<file path="config.mk">
export PLATFORM = sky130hd
export DESIGN_NAME = bus_activity_led_timer_core
export DESIGN_NICKNAME = d
export VERILOG_FILES = /design/src/hw/rtl/balt_pkg.sv /design/src/hw/rtl/balt_cfg_regs.sv /design/src/hw/rtl/balt_channel.sv /design/src/hw/rtl/bus_activity_led_timer_core.sv
export SDC_FILE = /design/constraint.sdc
export NUM_CORES = 1
export LEC_CHECK = 0
export BUFFER_PORTS_ARGS = -buffer_cell sky130_fd_sc_hd__buf_2
export CORE_MARGIN = 10
export CORE_UTILIZATION = 58
export DETAILED_ROUTE_END_ITERATION = 7
export GPL_TIMING_DRIVEN = 0
export MAX_ROUTING_LAYER = met4
export PLACE_DENSITY_LB_ADDON = 0.1
export SETUP_SLACK_MARGIN = 0.15
export SYNTH_ARGS = -nofsm -noshare
export SYNTH_HDL_FRONTEND = slang
export SYNTH_HIERARCHICAL = 1
export SYNTH_SLANG_ARGS = --single-unit
</file>
<file path="constraint.sdc">
create_clock -name aclk -period 3.7 [get_ports aclk]
set_input_delay 0.555 -clock aclk [delete_from_list [all_inputs] [get_ports aclk]]
set_output_delay 0.555 -clock aclk [all_outputs]
set_load 0.02 [all_outputs]
</file>
<file path="src/hw/rtl/balt_pkg.sv">
// shared types and constants for the bus activity led timer
`timescale 1ns / 1ps

package balt_pkg;

    localparam int NUM_CHANNELS = 4;
    localparam int LED_W        = 4;
    localparam int TIMER_W      = 16;
    localparam int DIV_W        = 8;
    localparam int SHIFT_W      = 4;
    localparam int CFG_IDX_W    = 8;
    localparam int CFG_DATA_W   = 16;
    localparam int CH_CMP_W     = 5;

    localparam logic [TIMER_W-1:0] RED_BLINK_RST   = TIMER_W'(50);
    localparam logic [TIMER_W-1:0] GREEN_BLINK_RST = TIMER_W'(50);
    localparam logic [DIV_W-1:0]   REFRESH_RST     = DIV_W'(10);
    localparam logic [SHIFT_W-1:0] SHIFT_RST       = SHIFT_W'(3);

    typedef enum logic [1:0] {
        REQ_TICK   = 2'd0,
        REQ_PACKET = 2'd1,
        REQ_RED    = 2'd2,
        REQ_GREEN  = 2'd3
    } req_t;

    typedef enum logic [CFG_IDX_W-1:0] {
        CFG_RED_BLINK   = 8'd0,
        CFG_GREEN_BLINK = 8'd1,
        CFG_REFRESH     = 8'd2,
        CFG_SHIFT       = 8'd3
    } cfg_idx_t;

    typedef struct packed {
        logic [1:0] req_type;
        logic [1:0] channel;
    } in_word_t;

    typedef struct packed {
        logic [LED_W-1:0] red_leds;
        logic [LED_W-1:0] green_leds;
    } out_word_t;

    typedef struct packed {
        logic [TIMER_W-1:0] red_blink_ticks;
        logic [TIMER_W-1:0] green_blink_ticks;
        logic [DIV_W-1:0]   refresh_period;
        logic [SHIFT_W-1:0] load_shift;
    } cfg_t;

    typedef struct packed {
        logic tick;
        logic packet;
        logic red_blink;
        logic green_blink;
        logic load;
    } chan_ctrl_t;

endpackage

</file>
<file path="src/hw/rtl/balt_cfg_regs.sv">
// configuration register bank
`timescale 1ns / 1ps

module balt_cfg_regs (
    input  logic                             aclk,
    input  logic                             aresetn,
    input  logic                             cfg_valid,
    output logic                             cfg_ready,
    input  logic [balt_pkg::CFG_IDX_W-1:0]   cfg_index,
    input  logic [balt_pkg::CFG_DATA_W-1:0]  cfg_data,
    output balt_pkg::cfg_t                   cfg
);

    balt_pkg::cfg_t cfg_reg;
    balt_pkg::cfg_t cfg_next;

    assign cfg_ready = 1'b1;
    assign cfg       = cfg_reg;

    always_comb begin
        cfg_next = cfg_reg;
        if (cfg_valid) begin
            case (cfg_index)
                balt_pkg::CFG_RED_BLINK: begin
                    cfg_next.red_blink_ticks = cfg_data[balt_pkg::TIMER_W-1:0];
                end
                balt_pkg::CFG_GREEN_BLINK: begin
                    cfg_next.green_blink_ticks = cfg_data[balt_pkg::TIMER_W-1:0];
                end
                balt_pkg::CFG_REFRESH: begin
                    cfg_next.refresh_period = cfg_data[balt_pkg::DIV_W-1:0];
                end
                balt_pkg::CFG_SHIFT: begin
                    cfg_next.load_shift = cfg_data[balt_pkg::SHIFT_W-1:0];
                end
                default: begin
                    cfg_next = cfg_reg;
                end
            endcase
        end
    end

    always_ff @(posedge aclk) begin
        if (!aresetn) begin
            cfg_reg.red_blink_ticks   <= balt_pkg::RED_BLINK_RST;
            cfg_reg.green_blink_ticks <= balt_pkg::GREEN_BLINK_RST;
            cfg_reg.refresh_period    <= balt_pkg::REFRESH_RST;
            cfg_reg.load_shift        <= balt_pkg::SHIFT_RST;
        end else begin
            cfg_reg <= cfg_next;
        end
    end

endmodule

</file>
<file path="src/hw/rtl/balt_channel.sv">
// per-channel red and green timers and packet counter
`timescale 1ns / 1ps

module balt_channel (
    input  logic                            aclk,
    input  logic                            aresetn,
    input  balt_pkg::chan_ctrl_t            ctrl,
    input  balt_pkg::cfg_t                  cfg,
    output logic                            red_lit,
    output logic                            green_lit
);

    logic [balt_pkg::TIMER_W-1:0] red_timer_reg, red_timer_next;
    logic [balt_pkg::TIMER_W-1:0] green_timer_reg, green_timer_next;
    logic [balt_pkg::TIMER_W-1:0] pkt_count_reg, pkt_count_next;

    assign red_lit   = (red_timer_reg != '0);
    assign green_lit = (green_timer_reg != '0);

    always_comb begin
        red_timer_next   = red_timer_reg;
        green_timer_next = green_timer_reg;
        pkt_count_next   = pkt_count_reg;

        if (ctrl.red_blink) begin
            red_timer_next = cfg.red_blink_ticks;
        end else if (ctrl.tick && red_lit) begin
            red_timer_next = red_timer_reg - 1'b1;
        end

        if (ctrl.green_blink) begin
            green_timer_next = cfg.green_blink_ticks;
        end else if (ctrl.tick) begin
            if (ctrl.load && (pkt_count_reg != '0)) begin
                green_timer_next = pkt_count_reg >> cfg.load_shift;
            end else if (green_lit) begin
                green_timer_next = green_timer_reg - 1'b1;
            end
        end

        if (ctrl.packet) begin
            if (pkt_count_reg != '1) begin
                pkt_count_next = pkt_count_reg + 1'b1;
            end
        end else if (ctrl.tick && ctrl.load) begin
            pkt_count_next = '0;
        end
    end

    always_ff @(posedge aclk) begin
        if (!aresetn) begin
            red_timer_reg   <= '0;
            green_timer_reg <= '0;
            pkt_count_reg   <= '0;
        end else begin
            red_timer_reg   <= red_timer_next;
            green_timer_reg <= green_timer_next;
            pkt_count_reg   <= pkt_count_next;
        end
    end

endmodule

</file>
<file path="src/hw/rtl/bus_activity_led_timer_core.sv">
// top level of the bus activity led timer
`timescale 1ns / 1ps

// every input word is taken when offered and a new one can follow in the next cycle;
// each channel's timers and packet counter are registers, and a tick word
// yields one led word held in an output register, valid the cycle after the tick is
// taken; while that word waits for m_ready the input side is held off for every word

module bus_activity_led_timer_core (
    input  logic                             aclk,
    input  logic                             aresetn,
    input  logic                             s_valid,
    output logic                             s_ready,
    input  balt_pkg::in_word_t               s_data,
    output logic                             m_valid,
    input  logic                             m_ready,
    output balt_pkg::out_word_t              m_data,
    input  logic                             cfg_valid,
    output logic                             cfg_ready,
    input  logic [balt_pkg::CFG_IDX_W-1:0]   cfg_index,
    input  logic [balt_pkg::CFG_DATA_W-1:0]  cfg_data
);

    balt_pkg::cfg_t cfg;

    logic                         in_fire;
    logic                         tick;
    logic                         load;
    logic [balt_pkg::DIV_W:0]     div_inc;
    logic [balt_pkg::DIV_W-1:0]   div_reg, div_next;
    logic                         out_valid_reg, out_valid_next;
    balt_pkg::out_word_t          out_data_reg, out_data_next;
    logic [balt_pkg::NUM_CHANNELS-1:0] red_lit, green_lit;

    balt_cfg_regs u_cfg (
        .aclk      (aclk),
        .aresetn   (aresetn),
        .cfg_valid (cfg_valid),
        .cfg_ready (cfg_ready),
        .cfg_index (cfg_index),
        .cfg_data  (cfg_data),
        .cfg       (cfg)
    );

    assign s_ready = !out_valid_reg || m_ready;
    assign in_fire = s_valid && s_ready;
    assign tick    = in_fire && (s_data.req_type == balt_pkg::REQ_TICK);
    assign div_inc = {1'b0, div_reg} + 1'b1;
    assign load    = (div_inc >= {1'b0, cfg.refresh_period});

    genvar c;
    generate
        for (c = 0; c < balt_pkg::NUM_CHANNELS; c++) begin : g_chan
            localparam logic [balt_pkg::CH_CMP_W-1:0] CIDX = balt_pkg::CH_CMP_W'(c);
            logic                 hit;
            balt_pkg::chan_ctrl_t ctrl;

            assign hit = in_fire
                && ({{(balt_pkg::CH_CMP_W-2){1'b0}}, s_data.channel} == CIDX);

            assign ctrl.tick        = tick;
            assign ctrl.load        = load;
            assign ctrl.packet      = hit && (s_data.req_type == balt_pkg::REQ_PACKET);
            assign ctrl.red_blink   = hit && (s_data.req_type == balt_pkg::REQ_RED);
            assign ctrl.green_blink = hit && (s_data.req_type == balt_pkg::REQ_GREEN);

            balt_channel u_chan (
                .aclk      (aclk),
                .aresetn   (aresetn),
                .ctrl      (ctrl),
                .cfg       (cfg),
                .red_lit   (red_lit[c]),
                .green_lit (green_lit[c])
            );
        end
    endgenerate

    always_comb begin
        out_data_next = out_data_reg;
        out_data_next.red_leds   = '0;
        out_data_next.green_leds = '0;
        for (int i = 0; i < balt_pkg::LED_W; i++) begin
            if (i < balt_pkg::NUM_CHANNELS) begin
                out_data_next.red_leds[i]   = red_lit[i];
                out_data_next.green_leds[i] = green_lit[i];
            end
        end
    end

    always_comb begin
        div_next       = div_reg;
        out_valid_next = out_valid_reg;
        if (m_ready) begin
            out_valid_next = 1'b0;
        end
        if (tick) begin
            out_valid_next = 1'b1;
            // wrap the divider on a load tick
            div_next = load ? '0 : div_inc[balt_pkg::DIV_W-1:0];
        end
    end

    always_ff @(posedge aclk) begin
        if (!aresetn) begin
            div_reg       <= '0;
            out_valid_reg <= 1'b0;
        end else begin
            div_reg       <= div_next;
            out_valid_reg <= out_valid_next;
        end
    end

    always_ff @(posedge aclk) begin
        if (tick) begin
            out_data_reg <= out_data_next;
        end
    end

    assign m_valid = out_valid_reg;
    assign m_data  = out_data_reg;

endmodule
</file>
==> summary.md <==
| Metric | Value |
|---|---|
| CP cell instances | nand2b_2, nand3_1, buf_4, clkinvlp_4, or3b_2, or3_1, clkbuf_1, a2111oi_0, xnor2_1, a21oi_1 |
| Pre-CTS WS | -1060 ps |
| Die width | 195 um |
| Final setup violating endpoints | 0 |
| Sequential fraction of the synthesis area | slightly below 30% |
| Clock transition at the registers of the reported paths | about 60 ps |
| CP max stage delay | about 600 ps |
| CTS H-tree depth | 1 |
| Synth async-reset ratio | 0% |
| Crit path max fanout | 11 |
| DP Wirelength | between 40,000 and 50,000 um |
| Final WL | between 50,000 and 60,000 um |
| P_leak | 7.20 nW |
| Drt first pass iters | 6 |
| Final period utilization | a little over nine tenths |
| Initial antenna violation count | 0 |
| Max-slew violations | 0 |
| CTS Buffer Depth | 3 |
| Die Footprint | about 38,000 um^2 |
| Synth top area cells | dfxtp_1 28%, mux2i_1 6.1%, mux4_2 5.7%, xnor2_1 4.7%, nand2_1 4.0% |
| Mean Syn Cell Area | 8.23 um^2 |
| Synth cell count leaders | 245 x dfxtp_1, 189 x nand2_1, 161 x nor2_1, 138 x a21oi_1, 130 x o21ai_0 |
| Slowest CP cell | a2111oi_0 |
| First-pass GRT wire length | 88,900 um |
| Final #Nets | 2,298 |
| Max-cap violations | 0 |
| Via count | 17,500 |
| Synth area leader | dfxtp_1 |
| Fin cells | about 2,700 |
| Number of global-route vias before repair | roughly 16,000 |
| HP Class | input port to flip-flop |
| Share of Yosys cell area claimed by the top area cell type | between 20% and 30% |
| Layout cells sized above 1 | between 10% and 20% |
| Root Buffer | clkbuf_16 |
| Die Height | a little under 200 um |
| I/O pins | 44 |
| Cells after DPL | roughly 2,600 |
| CTS tree | built |
| CORE AREA | about 30,000 um^2 |
| Placer Congestion | approximately 0.97 |
| Syn. warnings | 6 |
| DRC viols | 0 |
| Worst VDD drop | 0.000386 V |
| Sink Count | between 200 and 300 |
| Fin Hold WS | ~240 ps |
| Synth Net Count | 2,213 |
| Slew margin rel. | between 10% and 20% |
| Antenna-violating nets left | 0 |
| PwrDens | between 400 and 500 nW/um^2 |
| Final Worst Setup Slack | about 230 ps |
| Mapped cell area | 17,700 um^2 |
| RSZ-0062 raised after global routing | no |
| GRT Util Overall | between 20% and 30% |
| Worst Setup Start Kind | flip-flop |
| Layout area overhead | 10.6% |
| WL/cell | roughly 22 um |
| Worst clock skew | around 25 ps |
| Initial Util | 59.2% |
| DRT iter0 DRCs | ~2,000 |
| Setup TNS | 0 ps |
| Yosys reg bits | 253 |
| Placement Rows | 63 |
| Total congestion overflow | 0 |
| Worst EP arrival | between 3000 and 4000 ps |
| Syn Inst Count | 2,151 |
| Clk Latency, worst-skew pair | about 600 ps |
| Crit Path Class | flip-flop to flip-flop |
| Max frequency | just under 300 MHz |
| Status | completed |
| DR vias/cell | approximately 6.6 |
| Tightest Pin Transition | 1290 ps |
| Number of synthesized flops with an enable pin | 8 |
| Unique cell type count in the Yosys netlist | 99 |
| CP required | slightly above 4000 ps |
| Cell with the most instances after synthesis | dfxtp_1 |
| PortBufs | 42 |
| Cts bufs inserted | 30 |
| Top FF cell, synth | dfxtp_1 |
| Min Tclk post-route | ~3500 ps |
| Largest net degree at the start of global routing | 21 |
| Crit end category | flip-flop |
| Fin. Hold Viols | 0 |
| Filler cell count | approximately 2,600 |
worst max-delay path: cells and delay by family, from the launching register on:
kind | cells | cell delay, ps
buf+inv | 3 | 850
xor+xnor | 1 | 190
simple gates | 4 | 1250
flops | 1 | 320
compound gates | 2 | 680
worst paths after layout:
kind / from / end / slack (ps) / cells after the start
worst max-delay path: m_valid / g_chan[3].u_chan/red_timer_reg[11] / 230 / 10
worst min-delay path: cfg_data[5] / u_cfg/cfg[9] / 240 / 3
worst max register to register: m_valid / g_chan[3].u_chan/red_timer_reg[11] / 230 / 10
worst min register to register: u_cfg/cfg[10] / u_cfg/cfg[10] / 470 / 2
metal layers:
metal	wire, um	GRT usage, %	vias up
met5	0	-	-
met4	2320	10.1	0
met3	4600	3.53	143
met2	25800	44.7	822
met1	24800	38.6	8428
li1	-	-	8123
kinds of logic after synthesis:
logic type | share of synthesized area [%]
AND/OR/NAND/NOR | 24.3
AO/OA/AOI/OAI | 19.6
flip-flops | 29.1
buffers and inverters | 6.02
multiplexers | 12.5
XOR/XNOR | 6.43
adder cells (fa/ha/maj) | 2.05
other | 0.0212
cell type report:
class	instances	area, um^2	area share (%)
Antenna cell	1	2.50	0.0128
Buffer	171	796	4.07
Clock buffer	43	902	4.61
Clock inverter	12	90.1	0.460
Inverter	78	297	1.52
Multi-Input combinational cell	1649	11500	59.0
Sequential cell	253	5160	26.4
Tap cell	390	488	2.49
Timing Repair Buffer	52	285	1.46
Timing Repair inverter	1	5.00	0.0256
stage by stage:
stage / area, um^2 / util, % / total power, mW
2_1_floorplan: 17700 / - / 4.80
3_3_place_gp: 18400 / 61.6 / 5.29
3_5_place_dp: 18400 / 61.6 / 5.31
4_1_cts: 19500 / 65.2 / 8.27
5_1_grt: 19600 / 65.5 / 8.66
6_report: 19600 / 65.5 / 8.28
layout by cell type (no fill, tap or decap), drive strengths merged, types with 78 or more instances in the layout:
master	n
dfxtp	245
mux2i	108
nor2	161
buf	108
nand2	189
a21oi	138
clkbuf	157
o21ai	136
inv	78
xnor2	95
nand3	80
power by group:
| group | total (mW) | switching [mW] | internal, mW | leakage (nW) |
|---|---|---|---|---|
| logic | 2.22 | 1.32 | 0.906 | 4.66 |
| clock network | 2.94 | 1.24 | 1.70 | 0.488 |
| registers | 3.11 | 0.191 | 2.92 | 2.06 |
| total | 8.28 | 2.75 | 5.53 | 7.20 |
repair_timing:
item,CTS,global route
cloned,0,1
hold buffers,0,0
setup buffers,4,6
endpoints found under the setup margin,140,53
pin swaps,2,12
resized for setup,14,20
Note: power is estimated with default switching activity, not from simulation.
